--- config.mk ---
export PLATFORM = sky130hd
export DESIGN_NAME = hex_record_line_parser
export DESIGN_NICKNAME = d
export VERILOG_FILES = /design/src/hw/rtl/hrlp_pkg.sv /design/src/hw/rtl/hrlp_in_stage.sv /design/src/hw/rtl/hrlp_parse_core.sv /design/src/hw/rtl/hrlp_out_stage.sv /design/src/hw/rtl/hex_record_line_parser.sv
export VERILOG_INCLUDE_DIRS = /design/src /design/src/hw/rtl
export SDC_FILE = /design/constraint.sdc
export NUM_CORES = 1
export LEC_CHECK = 0
export ABC_CLOCK_PERIOD_IN_PS = 14800
export BUFFER_PORTS_ARGS = -buffer_cell sky130_fd_sc_hd__buf_4
export CORE_MARGIN = 2
export CORE_UTILIZATION = 45
export CTS_BUF_LIST = sky130_fd_sc_hd__clkbuf_4
export DETAILED_ROUTE_END_ITERATION = 10
export HOLD_SLACK_MARGIN = 0.05
export PLACE_DENSITY = 0.68
export SYNTH_ARGS = -nofsm -noshare
export SYNTH_HDL_FRONTEND = slang
export SYNTH_SLANG_ARGS = --single-unit
--- constraint.sdc ---
create_clock -name clk_i -period 14.8 [get_ports clk_i]
set_input_delay 1.48 -clock clk_i [delete_from_list [all_inputs] [get_ports clk_i]]
set_output_delay 1.48 -clock clk_i [all_outputs]
set_load 0.1 [all_outputs]
--- src/hw/rtl/assert_macros.svh ---
// Assertion macros for RTL files that check themselves; the parser top level includes them.
`ifndef ASSERT_MACROS_SVH
`define ASSERT_MACROS_SVH

// Check that prop holds at every clock edge outside reset.
`define ASSERT_ALWAYS(lbl, clk, rst_n, prop) \
  lbl: assert property (@(posedge clk) disable iff (!rst_n) (prop)) \
    else $error("assertion failed");

// Check that cons holds in the cycle after ante.
`define ASSERT_NEXT(lbl, clk, rst_n, ante, cons) \
  lbl: assert property (@(posedge clk) disable iff (!rst_n) (ante) |=> (cons)) \
    else $error("assertion failed");

`endif

--- src/hw/rtl/hrlp_pkg.sv ---
// Types, constants and the hex digit decoder of the hex record line parser.
package hrlp_pkg;

  localparam logic [7:0] START_CODE = 8'h3A;
  localparam logic [7:0] EOF_TYPE   = 8'h01;
  localparam logic [9:0] POS_MAX    = 10'd1023;

  localparam int unsigned IN_TDATA_W  = 8;
  localparam int unsigned OUT_TDATA_W = 40;

  localparam logic KIND_DATA   = 1'b0;
  localparam logic KIND_STATUS = 1'b1;

  localparam logic [8:0] BYTE_LEN     = 9'd0;
  localparam logic [8:0] BYTE_ADDR_HI = 9'd1;
  localparam logic [8:0] BYTE_ADDR_LO = 9'd2;
  localparam logic [8:0] BYTE_TYPE    = 9'd3;
  localparam logic [8:0] BYTE_DATA0   = 9'd4;

  typedef enum logic [2:0] {
    ST_OK      = 3'd0,
    ST_EOF     = 3'd1,
    ST_BAD_SUM = 3'd2,
    ST_FORMAT  = 3'd3,
    ST_ILLEGAL = 3'd4
  } status_e;

  typedef struct packed {
    logic [7:0] char_code;
    logic       line_end;
  } item_t;

  typedef struct packed {
    logic        result_kind;
    logic [7:0]  data_byte;
    logic [15:0] byte_address;
    logic [7:0]  record_kind;
    logic [2:0]  parse_status;
  } result_t;

  typedef struct packed {
    logic       ok;
    logic [3:0] val;
  } nibble_t;

  function automatic nibble_t hex_decode(logic [7:0] c);
    nibble_t r;
    r.ok  = 1'b1;
    r.val = 4'd0;
    if (c inside {[8'h30:8'h39]}) begin
      r.val = c[3:0];
    end else if (c inside {[8'h41:8'h46], [8'h61:8'h66]}) begin
      r.val = c[3:0] + 4'd9;
    end else begin
      r.ok = 1'b0;
    end
    return r;
  endfunction

endpackage

--- src/hw/rtl/hrlp_in_stage.sv ---
// Input register of the hex record line parser.
module hrlp_in_stage (
  input  logic                            clk_i,
  input  logic                            rst_ni,
  input  logic                            s_axis_tvalid_i,
  output logic                            s_axis_tready_o,
  input  logic [hrlp_pkg::IN_TDATA_W-1:0] s_axis_tdata_i,
  input  logic                            s_axis_tlast_i,
  input  logic                            advance_i,
  output logic                            valid_o,
  output hrlp_pkg::item_t                 item_o
);
  import hrlp_pkg::*;

  logic  valid_q, valid_d;
  item_t item_q, item_d;
  logic  take;

  assign s_axis_tready_o = !valid_q || advance_i;
  assign take            = s_axis_tvalid_i && s_axis_tready_o;

  always_comb begin
    valid_d = valid_q;
    item_d  = item_q;
    if (take) begin
      valid_d          = 1'b1;
      item_d.char_code = s_axis_tdata_i[7:0];
      item_d.line_end  = s_axis_tlast_i;
    end else if (advance_i) begin
      valid_d = 1'b0;
    end
  end

  always_ff @(posedge clk_i or negedge rst_ni) begin
    if (!rst_ni) begin
      valid_q <= 1'b0;
    end else begin
      valid_q <= valid_d;
    end
  end

  always_ff @(posedge clk_i) begin
    item_q <= item_d;
  end

  assign valid_o = valid_q;
  assign item_o  = item_q;
endmodule

--- src/hw/rtl/hrlp_parse_core.sv ---
// Line state and per-character decode of the hex record line parser.
module hrlp_parse_core (
  input  logic              clk_i,
  input  logic              rst_ni,
  input  logic              step_i,
  input  hrlp_pkg::item_t   item_i,
  output logic              res_valid_o,
  output hrlp_pkg::result_t res_o
);
  import hrlp_pkg::*;

  logic [9:0]  pos_q, pos_d;
  logic [3:0]  hi_q, hi_d;
  logic [7:0]  len_q, len_d;
  logic [15:0] addr_q, addr_d;
  logic [7:0]  type_q, type_d;
  logic [7:0]  sum_q, sum_d;
  logic [7:0]  cnt_q, cnt_d;
  logic        cks_q, cks_d;
  logic        fmt_q, fmt_d;
  logic        bad_q, bad_d;

  nibble_t     nib;
  logic [9:0]  dig;
  logic [8:0]  bidx;
  logic [7:0]  byte_val;
  logic [8:0]  data_end;
  logic        clear;

  assign nib      = hex_decode(item_i.char_code);
  assign dig      = pos_q - 10'd1;
  assign bidx     = dig[9:1];
  assign byte_val = {hi_q, nib.val};
  assign data_end = {1'b0, len_q} + BYTE_DATA0;
  assign clear    = step_i && item_i.line_end;

  always_comb begin
    pos_d       = pos_q;
    hi_d        = hi_q;
    len_d       = len_q;
    addr_d      = addr_q;
    type_d      = type_q;
    sum_d       = sum_q;
    cnt_d       = cnt_q;
    cks_d       = cks_q;
    fmt_d       = fmt_q;
    bad_d       = bad_q;
    res_valid_o = 1'b0;
    res_o       = '0;
    if (!cks_q) begin
      if (pos_q == '0) begin
        if (item_i.char_code != START_CODE) begin
          fmt_d = 1'b1;
        end
      end else begin
        if (!nib.ok) begin
          bad_d = 1'b1;
        end
        if (!dig[0]) begin
          hi_d = nib.val;
        end else begin
          sum_d = sum_q + byte_val;
          case (bidx)
            BYTE_LEN:     len_d = byte_val;
            BYTE_ADDR_HI: addr_d = {byte_val, addr_q[7:0]};
            BYTE_ADDR_LO: addr_d = {addr_q[15:8], byte_val};
            BYTE_TYPE:    type_d = byte_val;
            default: begin
              if (bidx < data_end) begin
                if (!fmt_q && !bad_d && !item_i.line_end) begin
                  res_valid_o        = 1'b1;
                  res_o.result_kind  = KIND_DATA;
                  res_o.data_byte    = byte_val;
                  res_o.byte_address = addr_q + {8'd0, cnt_q};
                  res_o.record_kind  = type_q;
                  res_o.parse_status = ST_OK;
                end
                cnt_d = cnt_q + 8'd1;
              end else begin
                cks_d = 1'b1;
              end
            end
          endcase
        end
      end
      if (pos_q < POS_MAX) begin
        pos_d = pos_q + 10'd1;
      end
    end
    if (item_i.line_end) begin
      res_valid_o        = 1'b1;
      res_o.result_kind  = KIND_STATUS;
      res_o.data_byte    = 8'd0;
      res_o.byte_address = addr_d;
      res_o.record_kind  = type_d;
      if (fmt_d) begin
        res_o.parse_status = ST_FORMAT;
      end else if (bad_d) begin
        res_o.parse_status = ST_ILLEGAL;
      end else if (!cks_d) begin
        res_o.parse_status = ST_FORMAT;
      end else if (sum_d != 8'd0) begin
        res_o.parse_status = ST_BAD_SUM;
      end else if (type_d == EOF_TYPE) begin
        res_o.parse_status = ST_EOF;
      end else begin
        res_o.parse_status = ST_OK;
      end
    end
  end

  always_ff @(posedge clk_i or negedge rst_ni) begin
    if (!rst_ni) begin
      pos_q  <= '0;
      hi_q   <= '0;
      len_q  <= '0;
      addr_q <= '0;
      type_q <= '0;
      sum_q  <= '0;
      cnt_q  <= '0;
      cks_q  <= 1'b0;
      fmt_q  <= 1'b0;
      bad_q  <= 1'b0;
    end else if (clear) begin
      pos_q  <= '0;
      hi_q   <= '0;
      len_q  <= '0;
      addr_q <= '0;
      type_q <= '0;
      sum_q  <= '0;
      cnt_q  <= '0;
      cks_q  <= 1'b0;
      fmt_q  <= 1'b0;
      bad_q  <= 1'b0;
    end else if (step_i) begin
      pos_q  <= pos_d;
      hi_q   <= hi_d;
      len_q  <= len_d;
      addr_q <= addr_d;
      type_q <= type_d;
      sum_q  <= sum_d;
      cnt_q  <= cnt_d;
      cks_q  <= cks_d;
      fmt_q  <= fmt_d;
      bad_q  <= bad_d;
    end
  end
endmodule

--- src/hw/rtl/hrlp_out_stage.sv ---
// Result register of the hex record line parser.
module hrlp_out_stage (
  input  logic                             clk_i,
  input  logic                             rst_ni,
  input  logic                             load_i,
  input  hrlp_pkg::result_t                res_i,
  output logic                             space_o,
  output logic                             m_axis_tvalid_o,
  input  logic                             m_axis_tready_i,
  output logic [hrlp_pkg::OUT_TDATA_W-1:0] m_axis_tdata_o,
  output logic                             m_axis_tuser_o
);
  import hrlp_pkg::*;

  logic    valid_q, valid_d;
  result_t res_q, res_d;

  assign space_o = !valid_q || m_axis_tready_i;

  always_comb begin
    valid_d = valid_q;
    res_d   = res_q;
    if (load_i) begin
      valid_d = 1'b1;
      res_d   = res_i;
    end else if (m_axis_tready_i) begin
      valid_d = 1'b0;
    end
  end

  always_ff @(posedge clk_i or negedge rst_ni) begin
    if (!rst_ni) begin
      valid_q <= 1'b0;
    end else begin
      valid_q <= valid_d;
    end
  end

  always_ff @(posedge clk_i) begin
    res_q <= res_d;
  end

  assign m_axis_tvalid_o = valid_q;
  assign m_axis_tuser_o  = res_q.result_kind;
  assign m_axis_tdata_o  = {5'd0, res_q.parse_status, res_q.record_kind,
                            res_q.byte_address, res_q.data_byte};
endmodule

--- src/hw/rtl/hex_record_line_parser.sv ---
// Top level of the hex record line parser.
// Input stream: one ASCII character per request in s_axis_tdata_i, with
// s_axis_tlast_i high on the last character of a record line.
// Output stream: one result per request. m_axis_tuser_o is the result kind
// (0 data byte, 1 end-of-line status). Data results come out as each data
// byte completes without a fault; one status result ends each line.
// A character taken goes into the input register, and its result into the
// result register. Throughput: one character per cycle while the receiver
// takes results, set by the single decode-and-update pass through the line
// state between the input register and the result register.
// Reset clears the line state and both valid flags; the next character starts
// a new line. When the receiver stalls, the result register holds, the input
// register fills, and s_axis_tready_o drops until the result is taken.
`include "assert_macros.svh"

module hex_record_line_parser (
  input  logic                             clk_i,
  input  logic                             rst_ni,
  input  logic                             s_axis_tvalid_i,
  output logic                             s_axis_tready_o,
  // [7:0] char_code
  input  logic [hrlp_pkg::IN_TDATA_W-1:0]  s_axis_tdata_i,
  input  logic                             s_axis_tlast_i,
  output logic                             m_axis_tvalid_o,
  input  logic                             m_axis_tready_i,
  // [7:0] data_byte, [23:8] byte_address, [31:24] record_kind,
  // [34:32] parse_status, [39:35] zero
  output logic [hrlp_pkg::OUT_TDATA_W-1:0] m_axis_tdata_o,
  // [0] result_kind
  output logic                             m_axis_tuser_o
);
  import hrlp_pkg::*;

  logic    in_valid;
  item_t   item;
  logic    out_space;
  logic    step;
  logic    res_valid;
  result_t res;

  assign step = in_valid && out_space;

  hrlp_in_stage u_in_stage (
    .clk_i           (clk_i),
    .rst_ni          (rst_ni),
    .s_axis_tvalid_i (s_axis_tvalid_i),
    .s_axis_tready_o (s_axis_tready_o),
    .s_axis_tdata_i  (s_axis_tdata_i),
    .s_axis_tlast_i  (s_axis_tlast_i),
    .advance_i       (step),
    .valid_o         (in_valid),
    .item_o          (item)
  );

  hrlp_parse_core u_parse_core (
    .clk_i       (clk_i),
    .rst_ni      (rst_ni),
    .step_i      (step),
    .item_i      (item),
    .res_valid_o (res_valid),
    .res_o       (res)
  );

  hrlp_out_stage u_out_stage (
    .clk_i           (clk_i),
    .rst_ni          (rst_ni),
    .load_i          (step && res_valid),
    .res_i           (res),
    .space_o         (out_space),
    .m_axis_tvalid_o (m_axis_tvalid_o),
    .m_axis_tready_i (m_axis_tready_i),
    .m_axis_tdata_o  (m_axis_tdata_o),
    .m_axis_tuser_o  (m_axis_tuser_o)
  );

  `ASSERT_ALWAYS(a_step_has_space, clk_i, rst_ni,
    !step || !m_axis_tvalid_o || m_axis_tready_i)
  `ASSERT_ALWAYS(a_full_stall_blocks, clk_i, rst_ni,
    !(in_valid && m_axis_tvalid_o && !m_axis_tready_i) || !s_axis_tready_o)
  `ASSERT_ALWAYS(a_status_no_data, clk_i, rst_ni,
    !(m_axis_tvalid_o && m_axis_tuser_o == KIND_STATUS) || m_axis_tdata_o[7:0] == 8'd0)
  `ASSERT_NEXT(a_data_status_ok, clk_i, rst_ni,
    step && res_valid && res.result_kind == KIND_DATA,
    m_axis_tvalid_o && m_axis_tdata_o[34:32] == ST_OK)
endmodule
After elaboration in Yosys (flattened, before gate mapping)

Cells that the tools add are included.

Bitwise operators: 3
Add/subtract/negate cells: 7
Multiplexer cells: 85
Eq/ne operators: 9
Reduce and logical (&&, ||, !) cells: 33
Magnitude comparators: 8

Operators with widths:

| cell                    | count |
|---|---|
| $mux W8                 | 24 |
| $mux W36                | 5 |
| $mux W16                | 5 |
| $mux W10                | 4 |
| $mux W35                | 1 |
| $mux W1                 | 33 |
| $pmux W16 S2            | 1 |
| $mux W4                 | 7 |
| $mux W27                | 1 |
| $eq A9 B2 Y1 const B    | 2 |
| $add A16 B8 Y16         | 1 |
| $ge A8 B7 Y1 const B    | 2 |
| $le A8 B7 Y1 const B    | 2 |
| $reduce_bool A2 Y1      | 8 |
| $mux W3                 | 4 |
| $add A10 B1 Y10 const B | 1 |
| $logic_not A10 Y1       | 1 |
| $lt A10 B10 Y1 const B  | 1 |
| $reduce_or A10 Y1       | 1 |
| $sub A10 B1 Y10 const B | 1 |
| $add A8 B3 Y9 const B   | 1 |
| $eq A9 B1 Y1 const B    | 1 |
| $logic_and A1 B1 Y1     | 9 |
| $logic_not A9 Y1        | 1 |
| 19 further kinds        | 28 |

Input port bits: 13
Output and inout port bits: 43
Bits in registers: 112

Longest topological paths before layout

Gate-level depths: netlist of the first run.

Depth in word-level cells: 20
Depth in mapped cells: 17
Gate-level depth less buffers: 17

Hierarchy

From an unflattened synthesis of the first run, not the netlist that was laid out.

Cell total of the unflattened synthesis: 641
Area, all modules: 6782.8 um2

Modules (own cells, without submodules):

| module                 | cells each | area an instance (um2) | times used | seq. area each (um2) |
|---|---|---|---|---|
| hrlp_parse_core        | 581        | 5276.3                 | 1          | 1626.6 |
| hrlp_out_stage         | 45         | 1169.9                 | 1          | 1106.1 |
| hrlp_in_stage          | 13         | 324.1                  | 1          | 295.3 |
| hex_record_line_parser | 2          | 12.5                   | 1          | 0.0 |

Worst setup path after synthesis of the first run

No wires, ideal clock.

Path kind: reg2reg
From: reg u_parse_core.pos_q[2]
To: reg u_out_stage.res_q, in the netlist u_out_stage.m_axis_tdata_o[0] (enable)
Cell stages (with the launch flop): 13
Setup time: 0.441 ns
Buffers on the path: 2
Required time: 14.359 ns
Data arrival time: 5.015 ns
Path slack: 9.344 ns
Cell sequence: dfrtp_1 buf_6 or4_1 buf_2 or3_1 or3_1 xnor2_1 ha_1 nand4_1 nor3_1 a221oi_2 nand4b_4 a21oi_1

Word-level cells in the longest chain between the ends: 9
Elaborated cells on any way between the ends: 15

Ends and longest elaborated chain:

| element                                     | RTL line                     | source |
|---|---|---|
| start, declared                             | hrlp_parse_core.sv:12        | `logic [9:0] pos_q, pos_d;` |
| start signal, assigned                      | hrlp_parse_core.sv:136       | `pos_q <= pos_d;` |
| $sub A10 B1 Y10                             | hrlp_parse_core.sv:31        | `assign dig = pos_q - 10'd1;` |
| $lt A9 B9 Y1, or another cell as far along  | hrlp_parse_core.sv:69        | `if (bidx < data_end) begin` |
| $mux W1 or $reduce_or A4 Y1 (tied branches) | --                           |  |
| $mux W1                                     | hrlp_parse_core.sv:63        | `case (bidx)` |
| $mux W1                                     | hrlp_parse_core.sv:59        | `if (!dig[0]) begin` |
| $mux W1 (*)                                 | hrlp_parse_core.sv:51        | `if (pos_q == '0) begin` |
| $mux W1 (*)                                 | hrlp_parse_core.sv:50        | `if (!cks_q) begin` |
| $mux W1 (*)                                 | hrlp_parse_core.sv:90        | `if (item_i.line_end) begin` |
| $logic_and A1 B1 Y1 (*)                     | hex_record_line_parser.sv:67 | `.load_i (step && res_valid),` |
| named net u_out_stage.load_i                | hrlp_out_stage.sv:5          | `input logic load_i,` |
| end signal, assigned                        | hrlp_out_stage.sv:40         | `res_q <= res_d;` |
| end, declared                               | hrlp_out_stage.sv:16         | `result_t res_q, res_d;` |

The timed path passes the listed nets; every way through them passes the cells marked *.
A chain may end at the register's enable or synchronous reset.

Worst setup path after layout of the first run

From: reg u_parse_core.pos_q[0]
To: reg u_out_stage.res_q, in the netlist u_out_stage.m_axis_tdata_o[23] (enable)

Same word-level chain as after synthesis.

==> results.cfg, run 1 <==
[placement]
port_buffers = 50
pre_cts_ws_ns = 9.73
placed_cell_area_um2 = 7260
gp_congestion = 0.877
hpwl_um = 11400

[timing]
hold_violations = 0
slew_viol_final = 0
grt_setup_unrepaired = false
finalCriticalPeriod_ns = 5.11
setup_viol = 0
finalClockSkew_ns = 0.0325
max_slew.worst_pin.slew_ns = 1.15
fin_ws_ns = 9.69
fin_crit_sh_pct = 34.5
fin_tns_setup_ns = 0
maxSlewHeadroom_pct = 23.3
max_clock_freq_ghz = 0.196

[setup_path]
crit_required_ns = 14.94
setup.worst_path.end_class = flip-flop
cp_max_fo = 36
criticalPathCategory = reg -> reg
reg2reg_from = u_parse_core.pos_q[0]$_DFFE_PN0P_
critPathArrivalTime_ns = 5.25
critical_path.startpoint_type = flip-flop
crit_start = u_parse_core.pos_q[0]$_DFFE_PN0P_
rr_worst_depth = 10

[floorplanning]
design.core.area_um2 = 14600
row_count = 44
start_util_pct = 46.5
floorplan.die_area_um2 = 16100
fp.dieH_um = 127
die_x_um = 127
io_pins = 56

[pwr]
power_density_nw_per_um2 = 145
peakVddDrop_uv = 74.3
power_frac_clock_pct = 13.7
seqPwrFrac_pct = 39.9
switching_power_mw = 0.488
combPwrFrac_pct = 46.3
swShare_pct = 45.5
p_int_mw = 0.583
p_leak_nw = 3.08

[synth]
yosysTopAreaCellShare_pct = 24.6
ys_seq_area_share_pct = 44.4
ys.flop_type = dfrtp_1
yosysWarnings = 0
postSynthAreaPerCell_um2 = 9.98
ys_seq_elements = 112
synth.most_common_cell = nand2_1
netlist_instances = 683
synth_common_cells = 75 x nand2_1, 67 x dfrtp_1, 46 x nor2_1, 45 x edfxtp_1, 36 x o21ai_1
async_flop_share_pct = 59.8
synth_area_leaders = dfrtp_1 25%, edfxtp_1 20%, ha_1 5.7%
netlist_area_um2 = 6810
synth-edff-count = 45
yosys.cell_types.count = 78
yosys.area.top_type = dfrtp_1

[detailed_routing]
vias = 5409
drt-total-wl_um = 16600
detail_route.vias_per_cell = 6.02
drc = 0
drt_iter0_drc = 571
wl_per_cell_um = 18.4
ant_nets = 0
firstDrtPassIters = 5

[cts]
cts_max_level = 3
cts_tree = yes
clockRootBuffer = clkbuf_4
cts_setup_buffers = 0
clock_path_buffers = 2
ctsResizeCount = 0
clkTransAtPathRegs_ns = 0.19
hold_buffers = 0
numClockSinks = 112
cts_made_buffers = 9
clk_latency_ns = 0.51

[layout]
num_antenna_cells = 0
final_area_um2 = 7390
syn_to_final_growth_pct = 8.39
multi_input_area_um2 = 3510
fill_cells = 1321
drive_gt1_share_pct = 13.1
regArea_um2 = 3030
fin_nets = 756

[global_route]
grt_max_degree = 68
antenna_found_initial = 0
track_usage_pct = 21.0
grt-ovfl-total = 0
grt_pass1_wl_um = 27200
grt_pass1_vias = 5329

[flow_run]
maxCapViolCount = 0

[min_path]
min-delay-start = u_parse_core.sum_q[7]$_DFFE_PN0P_
hold_depth = 2
hp-class = reg -> reg

[outcome]
status = finished clean
-- routing by layer --
metal	vias to the layer above	global-route usage (%)	wire length, um
met2	204	34.9	7990
li1	2540	-	-
met4	0	6.33	235
met1	2646	27.6	7280
met5	-	0	0
met3	19	4.69	1050
-- area by class of cell --
type,instances,share of cell area [%]
clock inverters,6,0.712
multi-input cells,511,47.6
flip-flops and latches,112,41.0
well taps,184,3.12
repair buffers,54,5.49
clock buffers,10,1.02
inverters,22,1.12
-- cells in the final DEF (no fill, tap or decap), types with 3 or more instances in the layout --
cell type and count:
o2111ai_1 3, nor3_1 13, or3_1 5, nor2b_1 3, a22oi_1 27, nor2_1 46, a21o_1 3, buf_4 54
ha_1 31, clkbuf_4 10, o31ai_1 9, nand2_1 74, xor2_1 20, and3_1 10, nand3_1 26, conb_1 5
o211ai_1 5, and2_1 8, o21ai_1 36, xnor2_1 23, mux2_2 3, o22ai_1 16, dfrtp_1 67, edfxtp_1 45
nand2b_1 5, a21oi_1 24, nand4_1 4, o21bai_1 4, mux2i_1 23, mux2_1 4, inv_1 20, nor4_1 6
o21ai_0 21
-- through the flow --
stage	util, %	total power [mW]	std cells	hold slack [ns]
final	50.4	1.07	899	0.528
after global routing	50.4	1.14	899	0.556
after CTS	50.4	1.07	899	0.532
after detailed placement	49.6	0.922	883	0.493
after global placement	49.6	0.903	883	0.473
after floorplan	-	0.820	687	0.455
-- registers in the layout (all words and copies together), names as in the netlist --
| signal | flops |
|---|---|
| u_parse_core.type_q | 8 |
| u_out_stage.m_axis_tvalid_o | 1 |
| u_in_stage.valid_o | 1 |
| u_parse_core.fmt_q | 1 |
| u_parse_core.pos_q | 10 |
| u_parse_core.cks_q | 1 |
| u_parse_core.sum_q | 8 |
| u_parse_core.addr_q | 16 |
| u_parse_core.bad_q | 1 |
| u_out_stage.m_axis_tuser_o | 1 |
| u_out_stage.m_axis_tdata_o | 35 |
| u_in_stage.item_o | 9 |
| u_parse_core.len_q | 8 |
| u_parse_core.cnt_q | 8 |
| u_parse_core.hi_q | 4 |
-- worst max-delay path: stages, from the launching register on --
cell and delay, ns:
dfrtp_1 0.55, or4_1 0.68, or3_1 0.43, or3_1 0.34, xnor2_1 0.14, ha_1 0.34, nand4_1 0.12, nor3_1 0.07
a221oi_2 0.64, nand4b_4 0.41, a21oi_4 1.01
-- path summary, 6_finish.rpt --
path	end	slack (ns)
worst max-delay path	u_out_stage.m_axis_tdata_o[23]$_DFFE_PP_	9.69
worst max register to register	u_out_stage.m_axis_tdata_o[23]$_DFFE_PP_	9.69
max in group asynchronous	u_parse_core.cnt_q[2]$_DFFE_PN0P_	13.15
worst min register to register	u_parse_core.sum_q[7]$_DFFE_PN0P_	0.53
min in group asynchronous	u_out_stage.m_axis_tvalid_o$_DFFE_PN0P_	1.06
worst min-delay path	u_parse_core.sum_q[7]$_DFFE_PN0P_	0.53
-- logic make-up after synthesis --
group	share of synthesized area, %
and+or+nand+nor	17.1
AOI/OAI and AO/OA	17.6
DFF	44.4
buffers and inverters	4.44
xor gates and xnor gates	5.53
adders and majority gates	6.28
muxes	4.54
other	0.0550
-- power groups by stage --
| stage | Sequential (mW) | Clock, mW | Combinational (mW) |
|---|---|---|---|
| final | 0.428 | 0.147 | 0.497 |
| after CTS | 0.426 | 0.153 | 0.491 |
| after global placement | 0.430 | 0 | 0.474 |
| after global routing | 0.434 | 0.166 | 0.536 |
| after detailed placement | 0.433 | 0 | 0.489 |
| after floorplan | 0.467 | 0 | 0.353 |
Power figures use the tool's default switching activity.
==> run 2: changes to the inputs <==
ABC_AREA = 1   (was not set)
ABC_CLOCK_PERIOD_IN_PS = 5000   (was 14800)
clock period = 5 ns   (was 14.8 ns; I/O delays follow)
==> results.cfg, run 2 <==
[outcome]
status = finished clean

[setup_path]
slowest_delay_ns = 0.47
cp_max_fo = 8
crit_required_ns = 5.37
r2r_setup_slack_ns = 1.26
critPathArrivalTime_ns = 4.11
criticalPathCategory = reg -> reg
setup.worst_path.end_class = flip-flop
critical_path.startpoint_type = flip-flop
cpMaxStageDelayCell = edfxtp_1

[synth]
async_flop_share_pct = 59.8
synth_area_leaders = dfrtp_1 25%, edfxtp_1 20%, nand2_1 9.1%
synth.most_common_cell = nand2_1
yosysWarnings = 0
postSynthAreaPerCell_um2 = 8.32
yosys.cell_types.count = 52
ys.flop_type = dfrtp_1
yosysTopAreaCellShare_pct = 25.4
ys_seq_elements = 112
synth-edff-count = 45
netlist_instances = 795
yosys.area.top_type = dfrtp_1
netlist_area_um2 = 6610
synth_common_cells = 160 x nand2_1, 116 x inv_1, 68 x nor2_1, 67 x dfrtp_1, 49 x o22ai_1
ys_seq_area_share_pct = 45.8

[timing]
finalCriticalPeriod_ns = 3.74
maxSlewHeadroom_pct = 40.1
finalClockSkew_ns = 0.0223
grt_setup_unrepaired = false
hold_violations = 0
slew_viol_final = 0
fin_tns_setup_ns = 0
max_clock_freq_ghz = 0.268
setup_viol = 0
max_slew.worst_pin.slew_ns = 0.899
fin_crit_sh_pct = 74.8
fin_hold_ws_ns = 0.0827
fin_ws_ns = 1.26

[detailed_routing]
detail_route.vias_per_cell = 5.38
firstDrtPassIters = 5
vias = 5540
ant_nets = 0
drc = 0
drt-total-wl_um = 15600
drt_iter0_drc = 471
wl_per_cell_um = 15.2

[layout]
final_common_cell = nand2_1
largest_register_ffs = 35
final_cell_mix = 160 x nand2_1, 116 x inv_1, 68 x nor2_1
regArea_um2 = 3030
drive_gt1_share_pct = 11.5
syn_to_final_growth_pct = 9.73
fin_nets = 885
fill_cells = 1411
multi_input_area_um2 = 3020

[cts]
numClockSinks = 112
hold_buffers = 0
cts_made_buffers = 9
clkTransAtPathRegs_ns = 0.18
clk_latency_ns = 0.51
clockRootBuffer = clkbuf_4
clock_path_buffers = 2
cts_setup_buffers = 0
ctsResizeCount = 0
cts_max_level = 3
cts_tree = yes

[placement]
hpwl_um = 11300
gp_congestion = 0.875
pre_cts_ws_ns = 1.32
port_buffers = 50

[min_path]
hp-class = in -> async

[pwr]
p_leak_nw = 3.18
power_density_nw_per_um2 = 406
peakVddDrop_uv = 170

[floorplanning]
floorplan.die_area_um2 = 15700
row_count = 44
io_pins = 56
design.core.area_um2 = 14400
start_util_pct = 45.8
die_x_um = 125
fp.dieH_um = 125

[global_route]
grt_pass1_vias = 5138
grt_pass1_wl_um = 25600
track_usage_pct = 20.3
grt-ovfl-total = 0
antenna_found_initial = 1
grt_max_degree = 68

[flow_run]
maxCapViolCount = 0
-- run 2: worst max-delay path, delay by kind of cell, from the launching register on --
kind | cells | cell delay (ns)
XOR/XNOR | 1 | 0.15
AO/OA/AOI/OAI | 3 | 0.35
flip-flops | 1 | 0.47
AND/OR/NAND/NOR | 13 | 1.57
adder cells (fa/ha/maj) | 3 | 0.65
buffers and inverters | 5 | 0.42
-- run 2: cell type report --
class | instances | area share, %
Sequential cell | 112 | 41.7
Multi-Input combinational cell | 540 | 41.6
Inverter | 123 | 6.36
Timing Repair Buffer | 53 | 5.48
Tap cell | 184 | 3.17
Clock buffer | 11 | 1.14
Clock inverter | 5 | 0.466
Antenna cell | 1 | 0.0345
-- run 2: power by group --
group / switching [mW] / leakage, nW / internal [mW] / total, mW
Clock: 0.310 / 0.0702 / 0.115 / 0.425
Sequential: 0.0894 / 1.35 / 1.06 / 1.15
Combinational: 0.989 / 1.76 / 0.383 / 1.37
-- run 2: metrics by stage --
stage / total power [mW] / utilization (%) / std cells / area, um2
floorplan: 2.23 / - / 799 / 6630
global placement: 2.52 / 49.5 / 1012 / 7140
detailed placement: 2.53 / 49.5 / 1012 / 7140
CTS: 2.96 / 50.3 / 1028 / 7250
global route: 3.17 / 50.3 / 1029 / 7260
finish: 2.95 / 50.3 / 1029 / 7260
-- run 2: per-layer routing --
layer / track usage [%] / share of wire [%] / vias up
met4: 6.01 / 1.8 / 0
li1: - / - / 2759
met2: 31.8 / 45 / 189
met3: 4.07 / 5.9 / 24
met1: 28.8 / 47 / 2568
met5: 0 / 0 / -
-- run 2: path summary, 6_finish.rpt --
check                                                       start                                      endpoint  cells past startpoint
worst max-delay path               u_in_stage.item_o[1]$_DFFE_PP_  u_out_stage.m_axis_tdata_o[32]$_SDFFCE_PN0P_                     25
worst min-delay path                                       rst_ni             u_parse_core.cnt_q[4]$_DFFE_PN0P_                      1
worst max register to register     u_in_stage.item_o[1]$_DFFE_PP_  u_out_stage.m_axis_tdata_o[32]$_SDFFCE_PN0P_                     25
worst min register to register  u_parse_core.len_q[0]$_DFFE_PN0P_             u_parse_core.len_q[0]$_DFFE_PN0P_                      2
max in group asynchronous                                  rst_ni             u_parse_core.len_q[7]$_DFFE_PN0P_                      1
min in group clk_i                              s_axis_tdata_i[3]                u_in_stage.item_o[4]$_DFFE_PP_                      1
-- run 2: cell families after synthesis --
logic type      count (synthesis)  synth area share, %
buf+inv                       147                 8.95
fa+ha+maj                      33                 6.47
simple gates                  318                 21.4
compound gates                162                 14.4
other cells                     1               0.0567
flops                         112                 45.8
xor+xnor                       22                 2.91
